$ cat src/srde_pkg.sv
// ----------------------------------------------------------------------------
// srde_pkg
// Shared constants for the signed radix digit emitter.
// ----------------------------------------------------------------------------
package srde_pkg;

   localparam int VALUE_W        = 32;
   localparam int CHAR_W         = 8;
   localparam int RADIX_W        = 5;
   localparam int CSR_DATA_W     = 64;
   localparam int CSR_INDEX_W    = 2;
   localparam int ALPHA_N        = 16;
   localparam int ALPHA_IDX_W    = 4;
   localparam int MAX_DIGITS     = 32;
   localparam int DIG_IDX_W      = $clog2(MAX_DIGITS);
   localparam int DIG_CNT_W      = DIG_IDX_W + 1;
   localparam int DEF_MAX_RADIX  = 16;
   localparam int BITS_PER_CYCLE = 8;
   localparam int DIV_STEPS      = VALUE_W / BITS_PER_CYCLE;
   localparam int DIV_STEP_W     = $clog2(DIV_STEPS);

   localparam logic [CSR_INDEX_W-1:0] REG_RADIX      = 2'd0;
   localparam logic [CSR_INDEX_W-1:0] REG_ALPHA_LOW  = 2'd1;
   localparam logic [CSR_INDEX_W-1:0] REG_ALPHA_HIGH = 2'd2;

   localparam logic [RADIX_W-1:0]    RADIX_RST      = 5'd10;
   localparam logic [CSR_DATA_W-1:0] ALPHA_LOW_RST  = 64'h3736353433323130;
   localparam logic [CSR_DATA_W-1:0] ALPHA_HIGH_RST = 64'h0000000000003938;

   localparam logic [CHAR_W-1:0] CHAR_MINUS = 8'h2D;
   localparam logic [CHAR_W-1:0] CHAR_PLUS  = 8'h2B;
   localparam logic [CHAR_W-1:0] CHAR_SPACE = 8'h20;
   localparam logic [CHAR_W-1:0] CHAR_TAB   = 8'h09;

endpackage

$ cat src/signed_radix_digit_emitter.sv
// ----------------------------------------------------------------------------
// signed_radix_digit_emitter
// Converts a signed 32-bit value to characters in a configured radix.
// ----------------------------------------------------------------------------
//  channel  dir  ports                               transfer
//  req      in   req_valid/req_ready, req_value      valid & ready
//  rsp      out  rsp_valid/rsp_ready, rsp_character, valid & ready
//                rsp_last_char
//  csr      in   csr_we, csr_index, csr_wdata        csr_we
//
//  Steps: check state, then per digit the shared divide step (8 quotient bits
//  a cycle), an optional minus sign, then one digit store read and one emit
//  per digit.
//  Invalid alphabet: item is dropped in the check state, no transfer on rsp.
//  req_ready is high only when idle; rsp stalls hold the emit sequence.
//  reset is synchronous; the digit store is not cleared.
// ----------------------------------------------------------------------------
module signed_radix_digit_emitter #(
   parameter int MAX_RADIX = srde_pkg::DEF_MAX_RADIX
) (
   input  logic                                clock,
   input  logic                                reset,
   input  logic                                req_valid,
   output logic                                req_ready,
   input  logic signed [srde_pkg::VALUE_W-1:0] req_value,
   output logic                                rsp_valid,
   input  logic                                rsp_ready,
   output logic [srde_pkg::CHAR_W-1:0]         rsp_character,
   output logic                                rsp_last_char,
   input  logic                                csr_we,
   input  logic [srde_pkg::CSR_INDEX_W-1:0]    csr_index,
   input  logic [srde_pkg::CSR_DATA_W-1:0]     csr_wdata
);
   import srde_pkg::*;

   localparam int DIGIT_W = (MAX_RADIX > 2) ? $clog2(MAX_RADIX) : 1;
   localparam int REM_W   = DIGIT_W + 1;

   localparam logic [2:0] ST_IDLE  = 3'd0;
   localparam logic [2:0] ST_CHECK = 3'd1;
   localparam logic [2:0] ST_DIV   = 3'd2;
   localparam logic [2:0] ST_SIGN  = 3'd3;
   localparam logic [2:0] ST_RD    = 3'd4;
   localparam logic [2:0] ST_LOAD  = 3'd5;

   logic [RADIX_W-1:0]         radix_ff;
   logic [CSR_DATA_W-1:0]      alpha_lo_ff;
   logic [CSR_DATA_W-1:0]      alpha_hi_ff;
   logic [2*CSR_DATA_W-1:0]    alpha;

   logic [2:0]                 state_ff, state_in;
   logic [VALUE_W-1:0]         mag_ff, mag_in;
   logic [DIGIT_W-1:0]         rem_ff, rem_in;
   logic                       neg_ff, neg_in;
   logic [DIG_CNT_W-1:0]       cnt_ff, cnt_in;
   logic [DIV_STEP_W-1:0]      step_ff, step_in;

   logic                       out_valid_ff, out_valid_in;
   logic [CHAR_W-1:0]          out_char_ff, out_char_in;
   logic                       out_last_ff, out_last_in;

   logic [DIGIT_W-1:0]         dig_mem [MAX_DIGITS];
   logic [DIGIT_W-1:0]         rd_data_ff;
   logic [DIG_IDX_W-1:0]       rd_addr;
   logic                       dig_we;

   logic                       alpha_ok;
   logic [VALUE_W-1:0]         div_mag;
   logic [DIGIT_W-1:0]         div_rem;
   logic                       out_free;
   logic [CHAR_W-1:0]          digit_char;

   assign alpha = {alpha_hi_ff, alpha_lo_ff};

   // alphabet check: range, forbidden characters, duplicates
   always_comb begin
      logic [CHAR_W-1:0] ci;
      alpha_ok = (radix_ff >= RADIX_W'(2)) && (radix_ff <= RADIX_W'(MAX_RADIX));
      for (int i = 0; i < ALPHA_N; i++) begin
         ci = alpha[i*CHAR_W +: CHAR_W];
         if (RADIX_W'(i) < radix_ff) begin
            if (ci == CHAR_PLUS || ci == CHAR_MINUS || ci == CHAR_SPACE ||
                ci == CHAR_TAB) begin
               alpha_ok = 1'b0;
            end
            for (int j = i + 1; j < ALPHA_N; j++) begin
               if (RADIX_W'(j) < radix_ff && alpha[j*CHAR_W +: CHAR_W] == ci) begin
                  alpha_ok = 1'b0;
               end
            end
         end
      end
   end

   // shared restoring divide step, BITS_PER_CYCLE quotient bits a cycle
   always_comb begin
      logic [REM_W-1:0] r;
      r       = '0;
      div_mag = mag_ff;
      div_rem = rem_ff;
      for (int k = 0; k < BITS_PER_CYCLE; k++) begin
         r       = {div_rem, div_mag[VALUE_W-1]};
         div_mag = {div_mag[VALUE_W-2:0], 1'b0};
         if (r >= radix_ff[REM_W-1:0]) begin
            r          = r - radix_ff[REM_W-1:0];
            div_mag[0] = 1'b1;
         end
         div_rem = r[DIGIT_W-1:0];
      end
   end

   assign out_free   = !out_valid_ff || rsp_ready;
   assign rd_addr    = DIG_IDX_W'(cnt_ff - DIG_CNT_W'(1));
   assign digit_char = alpha[{ALPHA_IDX_W'(rd_data_ff), 3'b000} +: CHAR_W];

   always_comb begin
      state_in     = state_ff;
      mag_in       = mag_ff;
      rem_in       = rem_ff;
      neg_in       = neg_ff;
      cnt_in       = cnt_ff;
      step_in      = step_ff;
      out_valid_in = out_valid_ff && !rsp_ready;
      out_char_in  = out_char_ff;
      out_last_in  = out_last_ff;
      dig_we       = 1'b0;
      case (state_ff)
         ST_IDLE: begin
            if (req_valid) begin
               mag_in   = req_value;
               state_in = ST_CHECK;
            end
         end
         ST_CHECK: begin
            neg_in  = mag_ff[VALUE_W-1];
            mag_in  = mag_ff[VALUE_W-1] ? (VALUE_W'(0) - mag_ff) : mag_ff;
            rem_in  = '0;
            cnt_in  = '0;
            step_in = '0;
            state_in = alpha_ok ? ST_DIV : ST_IDLE;
         end
         ST_DIV: begin
            mag_in  = div_mag;
            rem_in  = div_rem;
            step_in = step_ff + DIV_STEP_W'(1);
            if (step_ff == DIV_STEP_W'(DIV_STEPS - 1)) begin
               dig_we = 1'b1;
               rem_in = '0;
               cnt_in = cnt_ff + DIG_CNT_W'(1);
               if (div_mag == '0 || cnt_ff == DIG_CNT_W'(MAX_DIGITS - 1)) begin
                  state_in = neg_ff ? ST_SIGN : ST_RD;
               end
            end
         end
         ST_SIGN: begin
            if (out_free) begin
               out_valid_in = 1'b1;
               out_char_in  = CHAR_MINUS;
               out_last_in  = 1'b0;
               state_in     = ST_RD;
            end
         end
         ST_RD: begin
            state_in = ST_LOAD;
         end
         ST_LOAD: begin
            if (out_free) begin
               out_valid_in = 1'b1;
               out_char_in  = digit_char;
               out_last_in  = (cnt_ff == DIG_CNT_W'(1));
               cnt_in       = cnt_ff - DIG_CNT_W'(1);
               state_in     = (cnt_ff == DIG_CNT_W'(1)) ? ST_IDLE : ST_RD;
            end
         end
         default: begin
            state_in = ST_IDLE;
         end
      endcase
   end

   always_ff @(posedge clock) begin
      if (dig_we) begin
         dig_mem[cnt_ff[DIG_IDX_W-1:0]] <= div_rem;
      end
      rd_data_ff <= dig_mem[rd_addr];
   end

   always_ff @(posedge clock) begin
      if (reset) begin
         radix_ff     <= RADIX_RST;
         alpha_lo_ff  <= ALPHA_LOW_RST;
         alpha_hi_ff  <= ALPHA_HIGH_RST;
         state_ff     <= ST_IDLE;
         neg_ff       <= 1'b0;
         cnt_ff       <= '0;
         step_ff      <= '0;
         mag_ff       <= '0;
         out_valid_ff <= 1'b0;
      end else begin
         if (csr_we) begin
            case (csr_index)
               REG_RADIX:      radix_ff    <= csr_wdata[RADIX_W-1:0];
               REG_ALPHA_LOW:  alpha_lo_ff <= csr_wdata;
               REG_ALPHA_HIGH: alpha_hi_ff <= csr_wdata;
               default: begin
               end
            endcase
         end
         state_ff     <= state_in;
         neg_ff       <= neg_in;
         cnt_ff       <= cnt_in;
         step_ff      <= step_in;
         mag_ff       <= mag_in;
         out_valid_ff <= out_valid_in;
      end
   end

   always_ff @(posedge clock) begin
      rem_ff      <= rem_in;
      out_char_ff <= out_char_in;
      out_last_ff <= out_last_in;
   end

   assign req_ready     = (state_ff == ST_IDLE);
   assign rsp_valid     = out_valid_ff;
   assign rsp_character = out_char_ff;
   assign rsp_last_char = out_last_ff;

endmodule

$ cat config.mk
export PLATFORM = sky130hd
export DESIGN_NAME = signed_radix_digit_emitter
export DESIGN_NICKNAME = d
export VERILOG_FILES = /design/src/srde_pkg.sv /design/src/signed_radix_digit_emitter.sv
export SDC_FILE = /design/constraint.sdc
export NUM_CORES = 1
export LEC_CHECK = 0
export BUFFER_PORTS_ARGS = -buffer_cell sky130_fd_sc_hd__buf_2
export CAP_MARGIN = 10
export CORE_MARGIN = 1
export CORE_UTILIZATION = 30
export CTS_CLUSTER_SIZE = 28
export DETAILED_ROUTE_END_ITERATION = 10
export HOLD_SLACK_MARGIN = 0.03
export PLACE_DENSITY_LB_ADDON = 0.05
export SKIP_CTS_REPAIR_TIMING = 1
export SYNTH_ARGS = -nofsm -noshare
export SYNTH_HDL_FRONTEND = slang
export SYNTH_SLANG_ARGS = --single-unit
$ cat constraint.sdc
create_clock -name clock -period 15.4 [get_ports clock]
set_clock_uncertainty 0.15 [all_clocks]
set_input_delay 1.54 -clock clock [delete_from_list [all_inputs] [get_ports clock]]
set_output_delay 1.54 -clock clock [all_outputs]
set_load 0.01 [all_outputs]
---- Word-level counts from Yosys, hierarchy flattened ----
Memory sizes are Yosys's and may differ from the RTL's. A register that Yosys moved wholly into a read port is not among the register bits.
Index checks and enable logic that the tools add are counted.
Widths: inputs -> output; s select.
storage, ports and cells
  latch bits .............................. 0
  memory bits (writable) .................. 128
  register bits after elaboration ......... 191
  output and inout bits ................... 11
  word-level logic and storage cells ...... 641
  memories kept ........................... 1
  ROM bits ................................ 0
  input port bits ......................... 103
cells by class
  $mul .................................... 0
  mux-type cells .......................... 198
  reduce and logical (&&, ||, !) cells .... 190
  $lt $le $gt $ge ......................... 26
  bitwise logic cells ..................... 0
  shift-type cells ........................ 1
  add/sub/neg operators ................... 12
  equality and inequality tests ........... 200
  div/mod/pow operators ................... 0
memories
  memory   depth  width  read ports  clocked after memory_dff  wr ports  line                              source
  dig_mem  32     4      1           1                         1         signed_radix_digit_emitter.sv:62  logic [DIGIT_W-1:0] dig_mem [MAX_DIGITS];
operators with widths
  cell                   count
  $eq 8x8->1             120
  $eq 8x6->1 const B     48
  $mux 1                 168
  $eq 8x4->1 const B     16
  $shiftx 128x8->8       1
  $logic_and 1x1->1      122
  $pmux 32 s3            1
  $mux 32                2
  $logic_or 1x1->1       50
  $ge 5x5->1             8
  $lt 4x5->1 const A     8
  $mux 4                 9
  $logic_not 32->1       1
  $sub 1x32->32 const A  1
  $sub 4x4->4            8
  $mux 3                 7
  $lt 3x5->1 const A     4
  $pmux 3 s6             1
  $pmux 6 s3             1
  $mux 8                 2
  $pmux 8 s2             1
  $mux 6                 2
  $ne 2x2->1 const B     6
  $lt 1x5->1 const A     2
  other kinds (26)       38

---- Longest topological paths before layout ----
  depth in word-level cells ............... 158
  depth in mapped cells ................... 59
  gate-level depth less buffers ........... 59

---- Least setup slack after synthesis ----
No wires, ideal clock.
  path kind ............................... register to register
  from .................................... reg radix_ff[1]
  to ...................................... mem dig_mem[0][2] (netlist bit), data pin
  data arrival time ....................... 12206 ps
  setup time .............................. 460 ps
  setup slack ............................. 2583 ps
  clock period less this slack ............ 12817 ps
  cell stages (with the launch flop) ...... 53
  required time ........................... 14790 ps
  buffers on the path ..................... 1
  cell sequence ........................... dfxtp_1 > clkbuf_1 > inv_1 > ha_1 > a21o_1 > a21o_1 > a21o_1 > a21o_1 > mux2_2 > inv_1 > ha_1 > a21o_1 > a21oi_1 > o21ai_1 > o21ai_0 > inv_1 > ha_1 > a21o_1 > [... 17 more ...] > a21o_1 > a21o_1 > a21o_1 > a21o_1 > mux2_2 > inv_1 > ha_1 > a21o_1 > a21o_1 > a21o_1 > a21o_1 > o21ai_0 > inv_1 > ha_1 > a21o_1 > a21oi_1 > o21ai_1 > o21ai_0
between the ends
  longest elaborated chain between the ends .. 16
  elaborated cells on any way between the ends .. 24
  those cells by class .................... add/sub (8); order compare (8); mux (8)
ends and longest elaborated chain
  element                                    line                                                                  source
  start: declaration                         signed_radix_digit_emitter.sv:46                                      logic [RADIX_W-1:0] radix_ff;
  start signal: assignment                   signed_radix_digit_emitter.sv:202                                     REG_RADIX: radix_ff <= csr_wdata[RADIX_W-1:0];
  $sub 4x4->4 or $ge 5x5->1 (tied branches)  signed_radix_digit_emitter.sv:105, signed_radix_digit_emitter.sv:104
  $mux 4                                     signed_radix_digit_emitter.sv:104                                     if (r >= radix_ff[REM_W-1:0]) begin
  $sub 4x4->4 or $ge 5x5->1 (tied branches)  signed_radix_digit_emitter.sv:105, signed_radix_digit_emitter.sv:104
  $mux 4                                     signed_radix_digit_emitter.sv:104
  $sub 4x4->4 or $ge 5x5->1 (tied branches)  signed_radix_digit_emitter.sv:105, signed_radix_digit_emitter.sv:104
  $mux 4                                     signed_radix_digit_emitter.sv:104
  $ge 5x5->1 or $sub 4x4->4 (tied branches)  signed_radix_digit_emitter.sv:104, signed_radix_digit_emitter.sv:105
  $mux 4                                     signed_radix_digit_emitter.sv:104
  $sub 4x4->4 or $ge 5x5->1 (tied branches)  signed_radix_digit_emitter.sv:105, signed_radix_digit_emitter.sv:104
  $mux 4                                     signed_radix_digit_emitter.sv:104
  $sub 4x4->4 or $ge 5x5->1 (tied branches)  signed_radix_digit_emitter.sv:105, signed_radix_digit_emitter.sv:104
  $mux 4                                     signed_radix_digit_emitter.sv:104
  $ge 5x5->1 or $sub 4x4->4 (tied branches)  signed_radix_digit_emitter.sv:104, signed_radix_digit_emitter.sv:105
  $mux 4                                     signed_radix_digit_emitter.sv:104
  $sub 4x4->4 or $ge 5x5->1 (tied branches)  signed_radix_digit_emitter.sv:105, signed_radix_digit_emitter.sv:104
  $mux 4 (*)                                 signed_radix_digit_emitter.sv:104
  net div_rem[2]                             signed_radix_digit_emitter.sv:69                                      logic [DIGIT_W-1:0] div_rem;
  end: declaration                           signed_radix_digit_emitter.sv:62
The timed path passes the listed nets; every way through them passes the cells marked *.

---- Worst setup path in the final report ----
  from .................................... reg radix_ff[1]
  to ...................................... reg state_ff[1]
between the ends
  longest elaborated chain between the ends .. 156
  elaborated cells on any way between the ends .. 327
  those cells by class .................... add/sub (7); order compare (26); eq/ne (1); mux (169); reduce/logical (124)
ends and longest elaborated chain
  element                                   line                               source
  $ge 5x2->1 or $le 5x5->1 (tied branches)  signed_radix_digit_emitter.sv:78   alpha_ok = (radix_ff >= RADIX_W'(2)) && (radix_ff <= RADIX_W'(MAX_RADIX));
  $logic_and 1x1->1                         signed_radix_digit_emitter.sv:78
  $mux 1                                    signed_radix_digit_emitter.sv:82   if (ci == CHAR_PLUS || ci == CHAR_MINUS || ci == CHAR_SPACE ||
  $mux 1 (15 in series)                     signed_radix_digit_emitter.sv:87   if (RADIX_W'(j) < radix_ff && alpha[j*CHAR_W +: CHAR_W] == ci) begin
  $mux 1                                    signed_radix_digit_emitter.sv:81   if (RADIX_W'(i) < radix_ff) begin
  $mux 1                                    signed_radix_digit_emitter.sv:82
  $mux 1 (14 in series)                     signed_radix_digit_emitter.sv:87
  $mux 1                                    signed_radix_digit_emitter.sv:81
  [... 113 more ...]                        --
  $mux 1                                    signed_radix_digit_emitter.sv:81
  $mux 1                                    signed_radix_digit_emitter.sv:82
  $mux 1                                    signed_radix_digit_emitter.sv:87
  $mux 1                                    signed_radix_digit_emitter.sv:81
  $mux 1                                    signed_radix_digit_emitter.sv:82
  $mux 1                                    signed_radix_digit_emitter.sv:81
  $mux 2                                    signed_radix_digit_emitter.sv:140  state_in = alpha_ok ? ST_DIV : ST_IDLE;
  $pmux 3 s6                                signed_radix_digit_emitter.sv:127  case (state_ff)
  end signal: assignment                    signed_radix_digit_emitter.sv:209  state_ff <= state_in;
  end: declaration                          signed_radix_digit_emitter.sv:51   logic [2:0] state_ff, state_in;
Several ways; a longest one is shown, not always the timed one.
A chain may end at the register's enable or synchronous reset.

==> impl_metrics.yaml <==
min_path:
  whs_endpoint: "alpha_lo_ff[27]"
  whs_path_depth: 2
  hold_path_startpoint: "alpha_lo_ff[27]"
  hold_path_class: "register to register"
logic_synthesis:
  synthFlopType: "dfxtp_1"
  avgSynthCellArea_um2: 8.77
  synth_top_area_cell: "xnor2_1"
  async_flop_share_pct: 0
  syn_area_um2: 28500
  synth.top_cell.area_share_pct: 21.5
  yosys-top-cells-area: "xnor2_1 (22%), edfxtp_1 (15%), dfxtp_1 (13%), xor2_1 (9.3%), mux4_2 (6.3%)"
  synth.area.mux_share_pct: 7.98
  synth-compound-area-share_pct: 8.60
  synthSimpleGateAreaFrac_pct: 16.7
  yosysSeqAreaShare_pct: 27.7
  synth_top_family_by_area: "XOR/XNOR gates"
  syn-num-nets: 3401
  synth-seq-cells: 323
  yosysWarnings: 0
  synthCells: 3244
  synth-edff-count: 141
  ys_types: 67
  yosys.area_share.adder_pct: 2.59
  synth-xor-area-share_pct: 30.8
clock_tree:
  clock_latency_ns: 0.64
  numClockSinks: 323
  htreeDepth: 2
  cts_made_buffers: 41
  cts_buffer_depth: 3
  ctsRootBufferMaster: "clkbuf_16"
  cts_tree: "yes"
  clk_pin_slew_worst_paths_ns: 0.06
route:
  routed_wl_mm: 133
  vias: 25500
  post_drt_wl_per_cell_um: 29.6
  via_per_inst: 5.70
  drt.antenna.violating_nets: 0
  drtPass1Iterations: 5
  route.detailed.drc: 0
  drt_iter0_drc: 2377
placement:
  hpwl_mm: 81.8
  portBuffers: 113
  placedCellCount: 4405
  place.gp.congestion: 0.917
critical_path:
  critPathMostFrequentCell: "a21o_1"
  path_class: "register to register"
  rr_startpoint: "radix_ff[1]"
  r2r_end: "state_ff[1]"
  cp-end-kind: "register"
  reg2reg_depth: 56
  setup.worst_path.start_class: "register"
  slowest_delay_ns: 0.58
  cp.required_ns: 15.75
  crit_buf_inv: 7
  cp_max_fo: 17
  crit_family: "compound AO/OA/AOI/OAI gates"
  cp_slowest_cell: "o21ai_1"
  rrSetupSlack_ns: 1.35
  critPathArrivalTime_ns: 14.40
  path_depth: 56
sta:
  setup-violations-final: 0
  grt_setup_unrepaired: "no"
  hold_violations: 0
  fin_setup_tns_ns: 0
  slew_violations: 0
  finalCritPeriodShare_pct: 91.2
  fin_crit_ns: 14.05
  slew_headroom_pct: 24.0
  fmax_mhz: 71.2
  tightestPinTransition_ns: 1.14
floorplanning:
  initial_core_util_pct: 30.4
  num_rows: 112
  die_h_um: 310
  die_w_um: 310
  ios: 114
  coreArea_um2: 93600
  design.die.area_um2: 96100
final_layout:
  utilization_pct: 33.9
  n_fill_cell: 9733
  regArea_um2: 7890
  nNetsFinal: 3352
  drive_above_1_share_pct: 14.6
  multi_input_area_um2: 19100
  area.growth.synth_to_final_pct: 11.5
  stdcell_count: 4481
outcome:
  status: "finished, final reports clean"
global_routing:
  gr-total-overflow: 0
  grt_antenna_before_repair: 7
  grt_usage_pct: 27.3
  grt_max_degree: 69
  grt_pass1_wl_mm: 189
  grt_pass1_vias: 25400
flow_run:
  drv_cap: 0
-- through the flow --
stage	instance area [um^2]	hold slack, ns	setup slack, ns
after global placement	30300	0.301	1.25
after global routing	31700	0.328	0.121
final	31700	0.318	1.35
after floorplan	28500	0.294	2.58
after CTS	31700	0.315	0.966
after detailed placement	30300	0.307	1.01
-- per-layer routing --
metal / GRT usage (%) / vias up / part of all wire (%)
li1: - / 11200 / -
met1: 35.5 / 12900 / 42
met2: 44.5 / 1136 / 46
met3: 4.91 / 322 / 7.5
met4: 11.5 / 2 / 4.5
met5: 0 / - / 0.0083
-- cells in the final DEF, fill, tap and decap left out, types with 112 or more instances in the layout --
master    Yosys  layout
edfxtp_1    141     141
xor2_1      301     301
nand4_1     168     168
buf_4         0     154
nor2_1      114     112
buf_2        89     112
xnor2_1     699     699
nand2_1     319     319
a21oi_1     163     161
dfxtp_1     182     171
-- flip-flops by register name (all words and copies together), names as in the netlist --
| name | flops |
|---|---|
| rsp_last_char | 1 |
| rem_ff | 4 |
| rsp_valid | 1 |
| state_ff | 3 |
| cnt_ff | 6 |
| mag_ff | 32 |
| radix_ff | 5 |
| alpha_lo_ff | 64 |
| step_ff | 2 |
| rsp_character | 8 |
| neg_ff | 1 |
| alpha_hi_ff | 64 |
| rd_data_ff | 4 |
| dig_mem | 128 |
-- cell type report --
class                   instances  area share, %
diodes                          1        0.00789
clock buffers                  51           3.42
clock inverters                23          0.825
inverters                      37          0.438
multi-input cells            2526           60.1
flip-flops and latches        323           24.9
well taps                    1254           4.95
repair buffers                266           5.41
-- cell families after synthesis --
group                      after synthesis
xor gates and xnor gates              1000
and+or+nand+nor                        954
buffers and inverters                  396
AOI/OAI and AO/OA                      393
DFF                                    323
muxes                                  124
adders and majority gates               54
-- worst max path at each step --
stage | endpoint | startpoint | slack [ns]
floorplan | dig_mem[0][2] | radix_ff[1] | 2.58
CTS | rem_ff[1] | radix_ff[1] | 0.97
global placement | rem_ff[1] | radix_ff[1] | 1.25
finish | state_ff[1] | radix_ff[1] | 1.35
detailed placement | rem_ff[1] | radix_ff[1] | 1.01
global route | state_ff[1] | radix_ff[1] | 0.12
-- worst min-delay path: cells and delay by family (launching register included) --
family             cells  cell delay (ns)
and+or+nand+nor        1             0.05
DFF                    1             0.31
AOI/OAI and AO/OA      1             0.06
-- Yosys cell counts, types with 96 or more instances --
library cell and n:
buf_1 121, xor2_1 301, nor4_1 108, clkbuf_1 147, nor3_1 96, a21oi_1 163
nand4_1 168, nand2_1 319, dfxtp_1 182, xnor2_1 699, nor2_1 114, edfxtp_1 141
Power is left out: the tool's default activity adds up to more than one toggle a clock period on the data nets, which glitch-free logic cannot reach.
